`src/hw/rtl/hrld_pkg.sv`:
```
// Package for the HTTP request line detector.
// Holds the character constants, the method spelling table and the item type.
// No dependencies.
`timescale 1ns / 1ps

package hrld_pkg;

  localparam logic [7:0] CHAR_TAB   = 8'd9;
  localparam logic [7:0] CHAR_SPACE = 8'd32;

  localparam int METHOD_COUNT = 7;
  localparam int POS_W        = 4;
  localparam int TLEN_W       = 3;

  localparam logic [POS_W-1:0]  POS_MAX       = 4'd15;
  localparam logic [TLEN_W-1:0] TOKEN_LEN_MAX = 3'd6;
  localparam logic [TLEN_W-1:0] VERSION_LEN   = 3'd5;
  localparam logic [METHOD_COUNT-1:0] ALL_METHODS = '1;

  // Method spellings, one row per method, padded with zero bytes.
  localparam logic [7:0] METHOD_TEXT [0:METHOD_COUNT-1][0:7] = '{
    '{"G", "E", "T", 8'd0, 8'd0, 8'd0, 8'd0, 8'd0},
    '{"H", "E", "A", "D", 8'd0, 8'd0, 8'd0, 8'd0},
    '{"P", "O", "S", "T", 8'd0, 8'd0, 8'd0, 8'd0},
    '{"P", "U", "T", 8'd0, 8'd0, 8'd0, 8'd0, 8'd0},
    '{"D", "E", "L", "E", "T", "E", 8'd0, 8'd0},
    '{"T", "R", "A", "C", "E", 8'd0, 8'd0, 8'd0},
    '{"C", "O", "N", "N", "E", "C", "T", 8'd0}
  };

  localparam logic [POS_W-1:0] METHOD_LEN [0:METHOD_COUNT-1] = '{
    4'd3, 4'd4, 4'd4, 4'd3, 4'd6, 4'd5, 4'd7
  };

  localparam logic [7:0] VERSION_TEXT [0:4] = '{"H", "T", "T", "P", "/"};

  typedef struct packed {
    logic [7:0] line_byte;
    logic       last_byte;
  } hrld_item_t;

endpackage

```
`src/hw/rtl/http_request_line_detector.sv`:
```
// A byte transaction enters the input register at acceptance; the verdict of a line is
// registered in the output register as its last byte leaves the input register.
// Throughput: one byte per cycle, but a last byte waits while the output register is full and not drained.
// Reset (rst, synchronous, active high) empties both registers and returns the
// scan state to the start of a line. Depends on hrld_pkg and hrld_line_state.
`timescale 1ns / 1ps

module http_request_line_detector import hrld_pkg::*; (
  input  logic       clk,
  input  logic       rst,
  input  logic       in_valid,
  output logic       in_ready,
  input  logic [7:0] line_byte,
  input  logic       last_byte,
  output logic       out_valid,
  input  logic       out_ready,
  output logic       is_request_line
);

  // Input register: holds one accepted byte transaction.
  hrld_item_t s1_item;
  logic       s1_valid;
  logic       s1_adv;
  logic       verdict;

  // The held byte moves on when it yields no result, or when the output
  // register is empty or being drained in this cycle.
  assign s1_adv   = s1_valid && (!s1_item.last_byte || !out_valid || out_ready);
  assign in_ready = !s1_valid || s1_adv;

  always_ff @(posedge clk) begin
    if (rst) begin
      s1_valid <= 1'b0;
    end else if (in_ready) begin
      s1_valid <= in_valid;
    end
  end

  always_ff @(posedge clk) begin
    if (in_valid && in_ready) begin
      s1_item.line_byte <= line_byte;
      s1_item.last_byte <= last_byte;
    end
  end

  // The scan state advances exactly once per byte, when the byte leaves the
  // input register; the last byte of a line also clears it.
  hrld_line_state u_line_state (
    .clk     (clk),
    .rst     (rst),
    .step    (s1_adv),
    .item    (s1_item),
    .verdict (verdict)
  );

  // Output register: one verdict per line, held until taken.
  always_ff @(posedge clk) begin
    if (rst) begin
      out_valid <= 1'b0;
    end else if (s1_adv && s1_item.last_byte) begin
      out_valid <= 1'b1;
    end else if (out_ready) begin
      out_valid <= 1'b0;
    end
  end

  always_ff @(posedge clk) begin
    if (s1_adv && s1_item.last_byte) begin
      is_request_line <= verdict;
    end
  end

endmodule

```
`src/hw/rtl/hrld_line_state.sv`:
```
// Per-line scan state of the HTTP request line detector.
// Tracks method matching and the last token; gives the verdict for the byte in hand.
// Depends on hrld_pkg.
`timescale 1ns / 1ps

module hrld_line_state import hrld_pkg::*; (
  input  logic       clk,
  input  logic       rst,
  input  logic       step,
  input  hrld_item_t item,
  output logic       verdict
);

  logic [POS_W-1:0]        byte_position;
  logic [METHOD_COUNT-1:0] method_candidates;
  logic                    method_found;
  logic                    token_present;
  logic                    token_at_start;
  logic [TLEN_W-1:0]       token_length;
  logic                    token_prefix_ok;
  logic                    previous_was_space;

  logic [POS_W-1:0]        byte_position_next;
  logic [METHOD_COUNT-1:0] method_candidates_next;
  logic                    method_found_next;
  logic                    token_present_next;
  logic                    token_at_start_next;
  logic [TLEN_W-1:0]       token_length_next;
  logic                    token_prefix_ok_next;
  logic                    previous_was_space_next;
  logic                    ws;

  assign ws = (item.line_byte == CHAR_TAB) || (item.line_byte == CHAR_SPACE);

  always_comb begin
    method_candidates_next = method_candidates;
    method_found_next      = method_found;
    // Each method is checked on its own; a candidate drops out on a mismatch
    // or once its spelling is complete.
    for (int n = 0; n < METHOD_COUNT; n++) begin
      if (method_candidates[n]) begin
        if (byte_position < METHOD_LEN[n]) begin
          if (item.line_byte != METHOD_TEXT[n][byte_position[2:0]]) begin
            method_candidates_next[n] = 1'b0;
          end
        end else begin
          if ((byte_position == METHOD_LEN[n]) && ws) begin
            method_found_next = 1'b1;
          end
          method_candidates_next[n] = 1'b0;
        end
      end
    end
  end

  always_comb begin
    token_present_next      = token_present;
    token_at_start_next     = token_at_start;
    token_length_next       = token_length;
    token_prefix_ok_next    = token_prefix_ok;
    previous_was_space_next = previous_was_space;
    if (ws) begin
      previous_was_space_next = 1'b1;
    end else if (previous_was_space) begin
      previous_was_space_next = 1'b0;
      token_present_next      = 1'b1;
      token_at_start_next     = (byte_position == '0);
      token_length_next       = 3'd1;
      token_prefix_ok_next    = (item.line_byte == VERSION_TEXT[0]);
    end else begin
      if (token_length < VERSION_LEN) begin
        token_prefix_ok_next = token_prefix_ok &&
                               (item.line_byte == VERSION_TEXT[token_length]);
      end
      if (token_length < TOKEN_LEN_MAX) begin
        token_length_next = token_length + 3'd1;
      end
    end
    byte_position_next = (byte_position < POS_MAX) ? byte_position + 4'd1 : byte_position;
  end

  assign verdict = method_found_next && token_present_next && !token_at_start_next &&
                   (token_length_next > VERSION_LEN) && token_prefix_ok_next;

  always_ff @(posedge clk) begin
    if (rst || (step && item.last_byte)) begin
      byte_position      <= '0;
      method_candidates  <= ALL_METHODS;
      method_found       <= 1'b0;
      token_present      <= 1'b0;
      token_at_start     <= 1'b0;
      token_length       <= '0;
      token_prefix_ok    <= 1'b0;
      previous_was_space <= 1'b1;
    end else if (step) begin
      byte_position      <= byte_position_next;
      method_candidates  <= method_candidates_next;
      method_found       <= method_found_next;
      token_present      <= token_present_next;
      token_at_start     <= token_at_start_next;
      token_length       <= token_length_next;
      token_prefix_ok    <= token_prefix_ok_next;
      previous_was_space <= previous_was_space_next;
    end
  end

endmodule

```
`config.mk`:
```
export PLATFORM = sky130hd
export DESIGN_NAME = http_request_line_detector
export DESIGN_NICKNAME = d
export VERILOG_FILES = /design/src/hw/rtl/hrld_pkg.sv /design/src/hw/rtl/http_request_line_detector.sv /design/src/hw/rtl/hrld_line_state.sv
export SDC_FILE = /design/constraint.sdc
export NUM_CORES = 1
export LEC_CHECK = 0
export ABC_AREA = 1
export BUFFER_PORTS_ARGS = -buffer_cell sky130_fd_sc_hd__clkbuf_2
export CELL_PAD_IN_SITES_DETAIL_PLACEMENT = 0
export CELL_PAD_IN_SITES_GLOBAL_PLACEMENT = 1
export CORE_UTILIZATION = 35
export DETAILED_ROUTE_END_ITERATION = 6
export PLACE_DENSITY_LB_ADDON = 0.1
export SETUP_SLACK_MARGIN = 0.5
export SKIP_CTS_REPAIR_TIMING = 1
export SLEW_MARGIN = 20
export SYNTH_ARGS = -nofsm -noshare
export SYNTH_HDL_FRONTEND = slang
export SYNTH_SLANG_ARGS = --single-unit
```
`constraint.sdc`:
```
create_clock -name clk -period 1.6 [get_ports clk]
set_input_delay 0.24 -clock clk [delete_from_list [all_inputs] [get_ports clk]]
set_output_delay 0.24 -clock clk [all_outputs]
set_load 0.005 [all_outputs]
```
Word level (Yosys, flattened, before mapping)
Memory sizes are Yosys's and may differ from the RTL's.
Index checks and enable logic that the tools add are counted.
Word-level totals
  register bits after elaboration: 31
  memory bits (read-only): 512
  input bits: 13
  output and inout bits: 3
  logic and storage cells: 148
  memories kept: 8
Memory list
  (name not given): depth 8, bits a word 8, rd ports 1, clocked after memory_dff 0, write ports 0, line hrld_line_state.sv:43  | if (item.line_byte != METHOD_TEXT[n][byte_position[2:0]]) begin
  (name not given): depth 8, bits a word 8, rd ports 1, clocked after memory_dff 0, write ports 0, line hrld_line_state.sv:43
  (name not given): depth 8, bits a word 8, rd ports 1, clocked after memory_dff 0, write ports 0, line hrld_line_state.sv:43
  (name not given): depth 8, bits a word 8, rd ports 1, clocked after memory_dff 0, write ports 0, line hrld_line_state.sv:43
  (name not given): depth 8, bits a word 8, rd ports 1, clocked after memory_dff 0, write ports 0, line hrld_line_state.sv:43
  (name not given): depth 8, bits a word 8, rd ports 1, clocked after memory_dff 0, write ports 0, line hrld_line_state.sv:43
  2 more memories
Cells by class
  add/subtract/negate cells: 2
  magnitude comparators: 11
  eq/ne operators: 16
  muxes and demuxes: 71
  bitwise gates (word level): 2
  reduce and logical (&&, ||, !) cells: 25
Operators by type and width (count)
  $mux 8: 16
  $ne 8x8->1: 7
  $mux 1: 52
  $eq 4x3->1 const B: 4
  $lt 4x3->1 const B: 4
  $logic_and 1x1->1: 13
  $mux 3: 3
  $eq 8x4->1 const B: 1
  $eq 8x6->1 const B: 1
  $eq 8x7->1 const B: 1
  $eq 8x8->1: 1
  $ge 4x4->1 const B: 2
  $not 3->4: 2
  $lt 3x3->1 const B: 2
  $logic_or 1x1->1: 5
  $add 4x1->4 const B: 1
  $eq 4x2->1 const B: 1
  $logic_not 1->1: 4
  $logic_not 4->1: 1
  $lt 4x2->1 const B: 1
  $lt 4x4->1 const B: 1
  $add 3x1->3 const B: 1
  $gt 3x3->1 const B: 1
  $reduce_and 2->1: 1
  $reduce_bool 2->1: 1

Logic depth before layout (Yosys ltp)
  word-level depth: 28
  gate-level depth with buffers: 12
  mapped depth without buffers: 12

Cells and area by module
A second synthesis with hierarchy kept.
Second synthesis, totals
  cell total of the unflattened synthesis: 318
  area, all modules: 2167.1 um^2
By module, submodules not included
  hrld_line_state: instances 1, cells each 290, area each 1747.9 um^2
  http_request_line_detector: instances 1, cells each 28, area each 419.2 um^2

Worst setup path before layout
No wires, ideal clock.
  path kind: register -> register
  start: reg u_line_state.byte_position[1]
  end: reg is_request_line, data pin
  setup time: 251 ps
  arrival time: 1260 ps
  slack: 89 ps
  cell stages (with the launch flop): 12
  path buffers: 0
  period minus slack after synthesis: 1511 ps
  cell sequence: dfxtp_1 inv_1 ha_1 inv_1 nand2_1 nor2_1 a21oi_1 nand3_1 nand3_1 nand2_1 nand2_1 nor2_2
On the way
  longest elaborated chain between the ends: 27
Ends and longest elaborated chain
  from (decl): line hrld_line_state.sv:14  | logic [POS_W-1:0] byte_position;
  from (signal assigned): line hrld_line_state.sv:96  | byte_position <= byte_position_next;
  $eq 4x2->1: line hrld_line_state.sv:47  | if ((byte_position == METHOD_LEN[n]) && ws) begin
  $logic_and 1x1->1: line hrld_line_state.sv:47
  $mux 1: line hrld_line_state.sv:47
  $mux 1: line hrld_line_state.sv:42  | if (byte_position < METHOD_LEN[n]) begin
  $mux 1: line hrld_line_state.sv:41  | if (method_candidates[n]) begin
  $mux 1: line hrld_line_state.sv:47
  $mux 1: line hrld_line_state.sv:42
  $mux 1: line hrld_line_state.sv:41
  (+11 left out)
  $mux 1: line hrld_line_state.sv:41
  $mux 1: line hrld_line_state.sv:47
  $mux 1: line hrld_line_state.sv:42
  $mux 1: line hrld_line_state.sv:41
  $logic_and 1x1->1: line hrld_line_state.sv:82  | assign verdict = method_found_next && token_present_next && !token_at_start_next &&
  $logic_and 1x1->1 (*) (2 in a row): line hrld_line_state.sv:82
  $logic_and 1x1->1 (*): line hrld_line_state.sv:83  | (token_length_next > VERSION_LEN) && token_prefix_ok_next;
  net u_line_state.verdict: line hrld_line_state.sv:11  | output logic verdict
  to (signal assigned): line http_request_line_detector.sv:69  | is_request_line <= verdict;
  to (decl): line http_request_line_detector.sv:17  | output logic is_request_line
Mark *: on every way through the listed nets, which the timed path passes. The rest lies on a longest branch.
A chain may end at the register's enable or synchronous reset.

Worst setup path after layout
  start: reg s1_item[3] (netlist bit)
  end: reg is_request_line, data pin
On the way
  longest elaborated chain between the ends: 28
Ends and longest elaborated chain
  from (decl): line http_request_line_detector.sv:21  | hrld_item_t s1_item;
  $eq 8x4->1 or $eq 8x6->1 (tied branches): line hrld_line_state.sv:33  | assign ws = (item.line_byte == CHAR_TAB) || (item.line_byte == CHAR_SPACE);
  $logic_or 1x1->1: line hrld_line_state.sv:33
  $logic_and 1x1->1: line hrld_line_state.sv:47
  $mux 1: line hrld_line_state.sv:47
  $mux 1: line hrld_line_state.sv:42
  $mux 1: line hrld_line_state.sv:41
  $mux 1: line hrld_line_state.sv:47
  $mux 1: line hrld_line_state.sv:42
  (+11 left out)
  $mux 1: line hrld_line_state.sv:42
  $mux 1: line hrld_line_state.sv:41
  $mux 1: line hrld_line_state.sv:47
  $mux 1: line hrld_line_state.sv:42
  $mux 1: line hrld_line_state.sv:41
  $logic_and 1x1->1 (3 in a row): line hrld_line_state.sv:82
  $logic_and 1x1->1 (*): line hrld_line_state.sv:83
  net u_line_state.verdict: line hrld_line_state.sv:11
Marks and branches as above.

==> impl_metrics.py <==
metrics = {
    "power_and_ir_drop": {
        "clockPowerShare": 0.291,
        "p_sw_frac": 0.320,
        "vdd_drop_max_uv": 548,
        "p_seq_frac": 0.439,
        "powerDensity_mw_per_mm2": 646,
        "p_int_mw": 1.41,
        "power_switching_mw": 0.662,
        "pwr-share-comb": 0.270,
        "cellLeakagePower_nw": 1.50,
    },
    "floorplanning": {
        "die_w_um": 81.5,
        "coreArea_mm2": 0.00599,
        "io_pins": 16,
        "rows": 28,
        "die_y_um": 81.5,
        "die-area_mm2": 0.00664,
        "initial_core_util": 0.369,
    },
    "placed_design": {
        "dp.cells": 445,
        "gp_congestion": 0.858,
        "port_buffers": 15,
        "place_hpwl_um": 5120,
    },
    "synth": {
        "ys_types": 30,
        "synth_top_area_share": 0.190,
        "yosys_warnings": 0,
        "synth-seq-cells": 31,
        "yosys-top-cells-area": "dfxtp_1, nand2_1, edfxtp_1",
        "syn_inst": 336,
        "synth.avg_cell_area_um2": 6.58,
        "synth_area_mm2": 0.00221,
        "synth.largest_area_cell": "dfxtp_1",
        "ys_seq_area_frac": 0.326,
        "synth_nets": 356,
    },
    "clocking": {
        "cts_inserted_buffers": 5,
        "clock_latency_ns": 0.29,
        "cts-root-buf": "clkbuf_8",
        "clkTransAtPathRegs_ns": 0.08,
        "cts_max_level": 2,
        "cts_tree": "done",
        "clkSinkCount": 31,
        "cts_buffer_depth": 2,
    },
    "finish": {
        "final_cell_mix": "nand2_1, buf_4, nor2_1",
        "final_util": 0.534,
        "drive_gt1_frac": 0.435,
        "syn2layout_area_growth_pct": 44.8,
        "num_antenna_cells": 0,
        "final_cells": 477,
        "fin_nets": 421,
        "layout_commonest_cell": "nand2_1",
    },
    "grt": {
        "overflow": 0,
        "grt.total_usage": 0.214,
        "grt_pass1_vias": 2041,
        "grt_max_degree": 16,
        "antenna_found_initial": 0,
        "grt_pass1_wl_um": 10500,
    },
    "critical_path": {
        "endpoint": "is_request_line$_DFFE_PP_",
        "start_kind": "flip-flop",
        "reg2reg_to": "is_request_line$_DFFE_PP_",
        "rrSetupSlack_ns": 0.01,
        "criticalPathCategory": "reg -> reg",
        "cp-startpoint": "s1_item[3]$_DFFE_PP_",
        "crit_arrival_ns": 1.63,
        "required_ns": 1.65,
        "cp-end-kind": "flip-flop",
        "ff2ff_path_depth": 11,
        "crit_fanout": 5,
        "r2r-start": "s1_item[3]$_DFFE_PP_",
    },
    "timing": {
        "setup_viol": 0,
        "worstMarginPinSlew_ns": 0.292,
        "fmaxAchievable_mhz": 630,
        "final.min_clock_period_ns": 1.59,
        "rsz0062_at_grt": "true",
        "hold_viol": 0,
        "maxSlewViolCount": 0,
        "holdWs_ns": 0.115,
        "timing.final.crit_share": 0.992,
        "relSlewSlack": 0.805,
        "fin_skew_ns": 0.0152,
    },
    "route": {
        "drc": 0,
        "drtIter0Drc": 123,
        "dr_total_vias": 2327,
        "firstDrtPassIters": 4,
        "wirelength_um": 6720,
        "routedWlPerCell_um": 14.1,
        "via_per_inst": 4.88,
        "antenna_left": 0,
    },
    "min_path": {
        "worstHoldPathType": "in -> reg",
    },
    "flow_run": {
        "drv_cap": 0,
    },
    "status": {
        "status": "finished clean",
    },
}
[state kept, by name, indices dropped and copies added (netlist names)]
register and flops:
u_line_state.method_candidates 7, out_valid 1, u_line_state.previous_was_space 1, s1_item 9
u_line_state.token_prefix_ok 1, u_line_state.token_present 1, u_line_state.method_found 1, u_line_state.token_at_start 1
u_line_state.token_length 3, s1_valid 1, is_request_line 1, u_line_state.byte_position 4
[cell usage after synthesis (all sizes together)]
library cell and instances:
clkbuf 1, nand3b 1, nand2 101, nand3 19, nor2 50, o22ai 2, o21ai 24, ha 7
buf 8, clkinv 1, a21oi 20, dfxtp 21, inv 46, xor2 7, o211ai 2, a31oi 2
nor3 8, edfxtp 10, nand4 5, nor4 1
[worst min path at each step]
stage	from	endpoint	slack, ns	cells past startpoint
6_report	rst	s1_valid$_SDFFE_PP0N_	0.11	2
5_1_grt	line_byte[1]	s1_item[2]$_DFFE_PP_	0.12	1
4_1_cts	rst	s1_valid$_SDFFE_PP0N_	0.11	2
3_5_place_dp	rst	s1_valid$_SDFFE_PP0N_	0.42	2
3_3_place_gp	last_byte	s1_item[0]$_DFFE_PP_	0.42	1
2_1_floorplan	rst	s1_valid$_SDFFE_PP0N_	0.31	1
[cell type report]
type / count / area, um^2
flip-flops and latches: 31 / 737
fillers: 582 / 2790
well taps: 75 / 93.8
repair inverters: 1 / 6.26
inverters: 47 / 218
clock inverters: 2 / 8.76
multi-input cells: 249 / 1570
clock buffers: 6 / 72.6
repair buffers: 66 / 500
[logic make-up (layout without fill, tap and decap cells)]
group,count (synthesis),count (layout),share of synthesized area
buf+inv,56,122,0.118
xor+xnor,7,7,0.0277
fa+ha+maj,7,7,0.0396
compound gates,50,50,0.119
simple gates,185,185,0.370
flops,31,31,0.326
[power by group through the flow]
stage          sequential, mW  combinational [mW]  clock, mW
5_1_grt                 0.914               0.613      0.651
2_1_floorplan           0.915               0.311          0
3_3_place_gp            0.926               0.439          0
4_1_cts                 0.910               0.440      0.616
6_report                0.909               0.558      0.603
3_5_place_dp            0.928               0.437          0
[metal layers]
metal,track usage,share of wire,up-vias
met1,0.307,0.51,1065
met4,0.0518,0.011,0
met2,0.329,0.45,42
li1,-,-,1213
met3,0.0389,0.027,7
met5,0,0,-
[worst max-delay path, cell delays in order (launching register included)]
cell      delay [ns]
edfxtp_1        0.51
inv_8           0.11
nand2_4         0.05
nor2_4          0.11
nand2_4         0.09
nand2_8         0.10
buf_6           0.10
nand2_2         0.04
nand2_2         0.07
nor2_2          0.04
nand2_1         0.07
nor2_2          0.04
[per-stage QoR]
stage	power, mW	TNS (ns)	cell area (um^2)	worst slack [ns]
after CTS	1.97	-0.00434	2770	-0.00434
after detailed placement	1.37	0	2690	0.0263
after global placement	1.37	0	2690	0.0179
after floorplan	1.23	0	2400	0.197
final	2.07	0	3200	0.0133
after global routing	2.18	-0.304	3200	-0.101
Note: power is estimated with default switching activity, not from simulation.
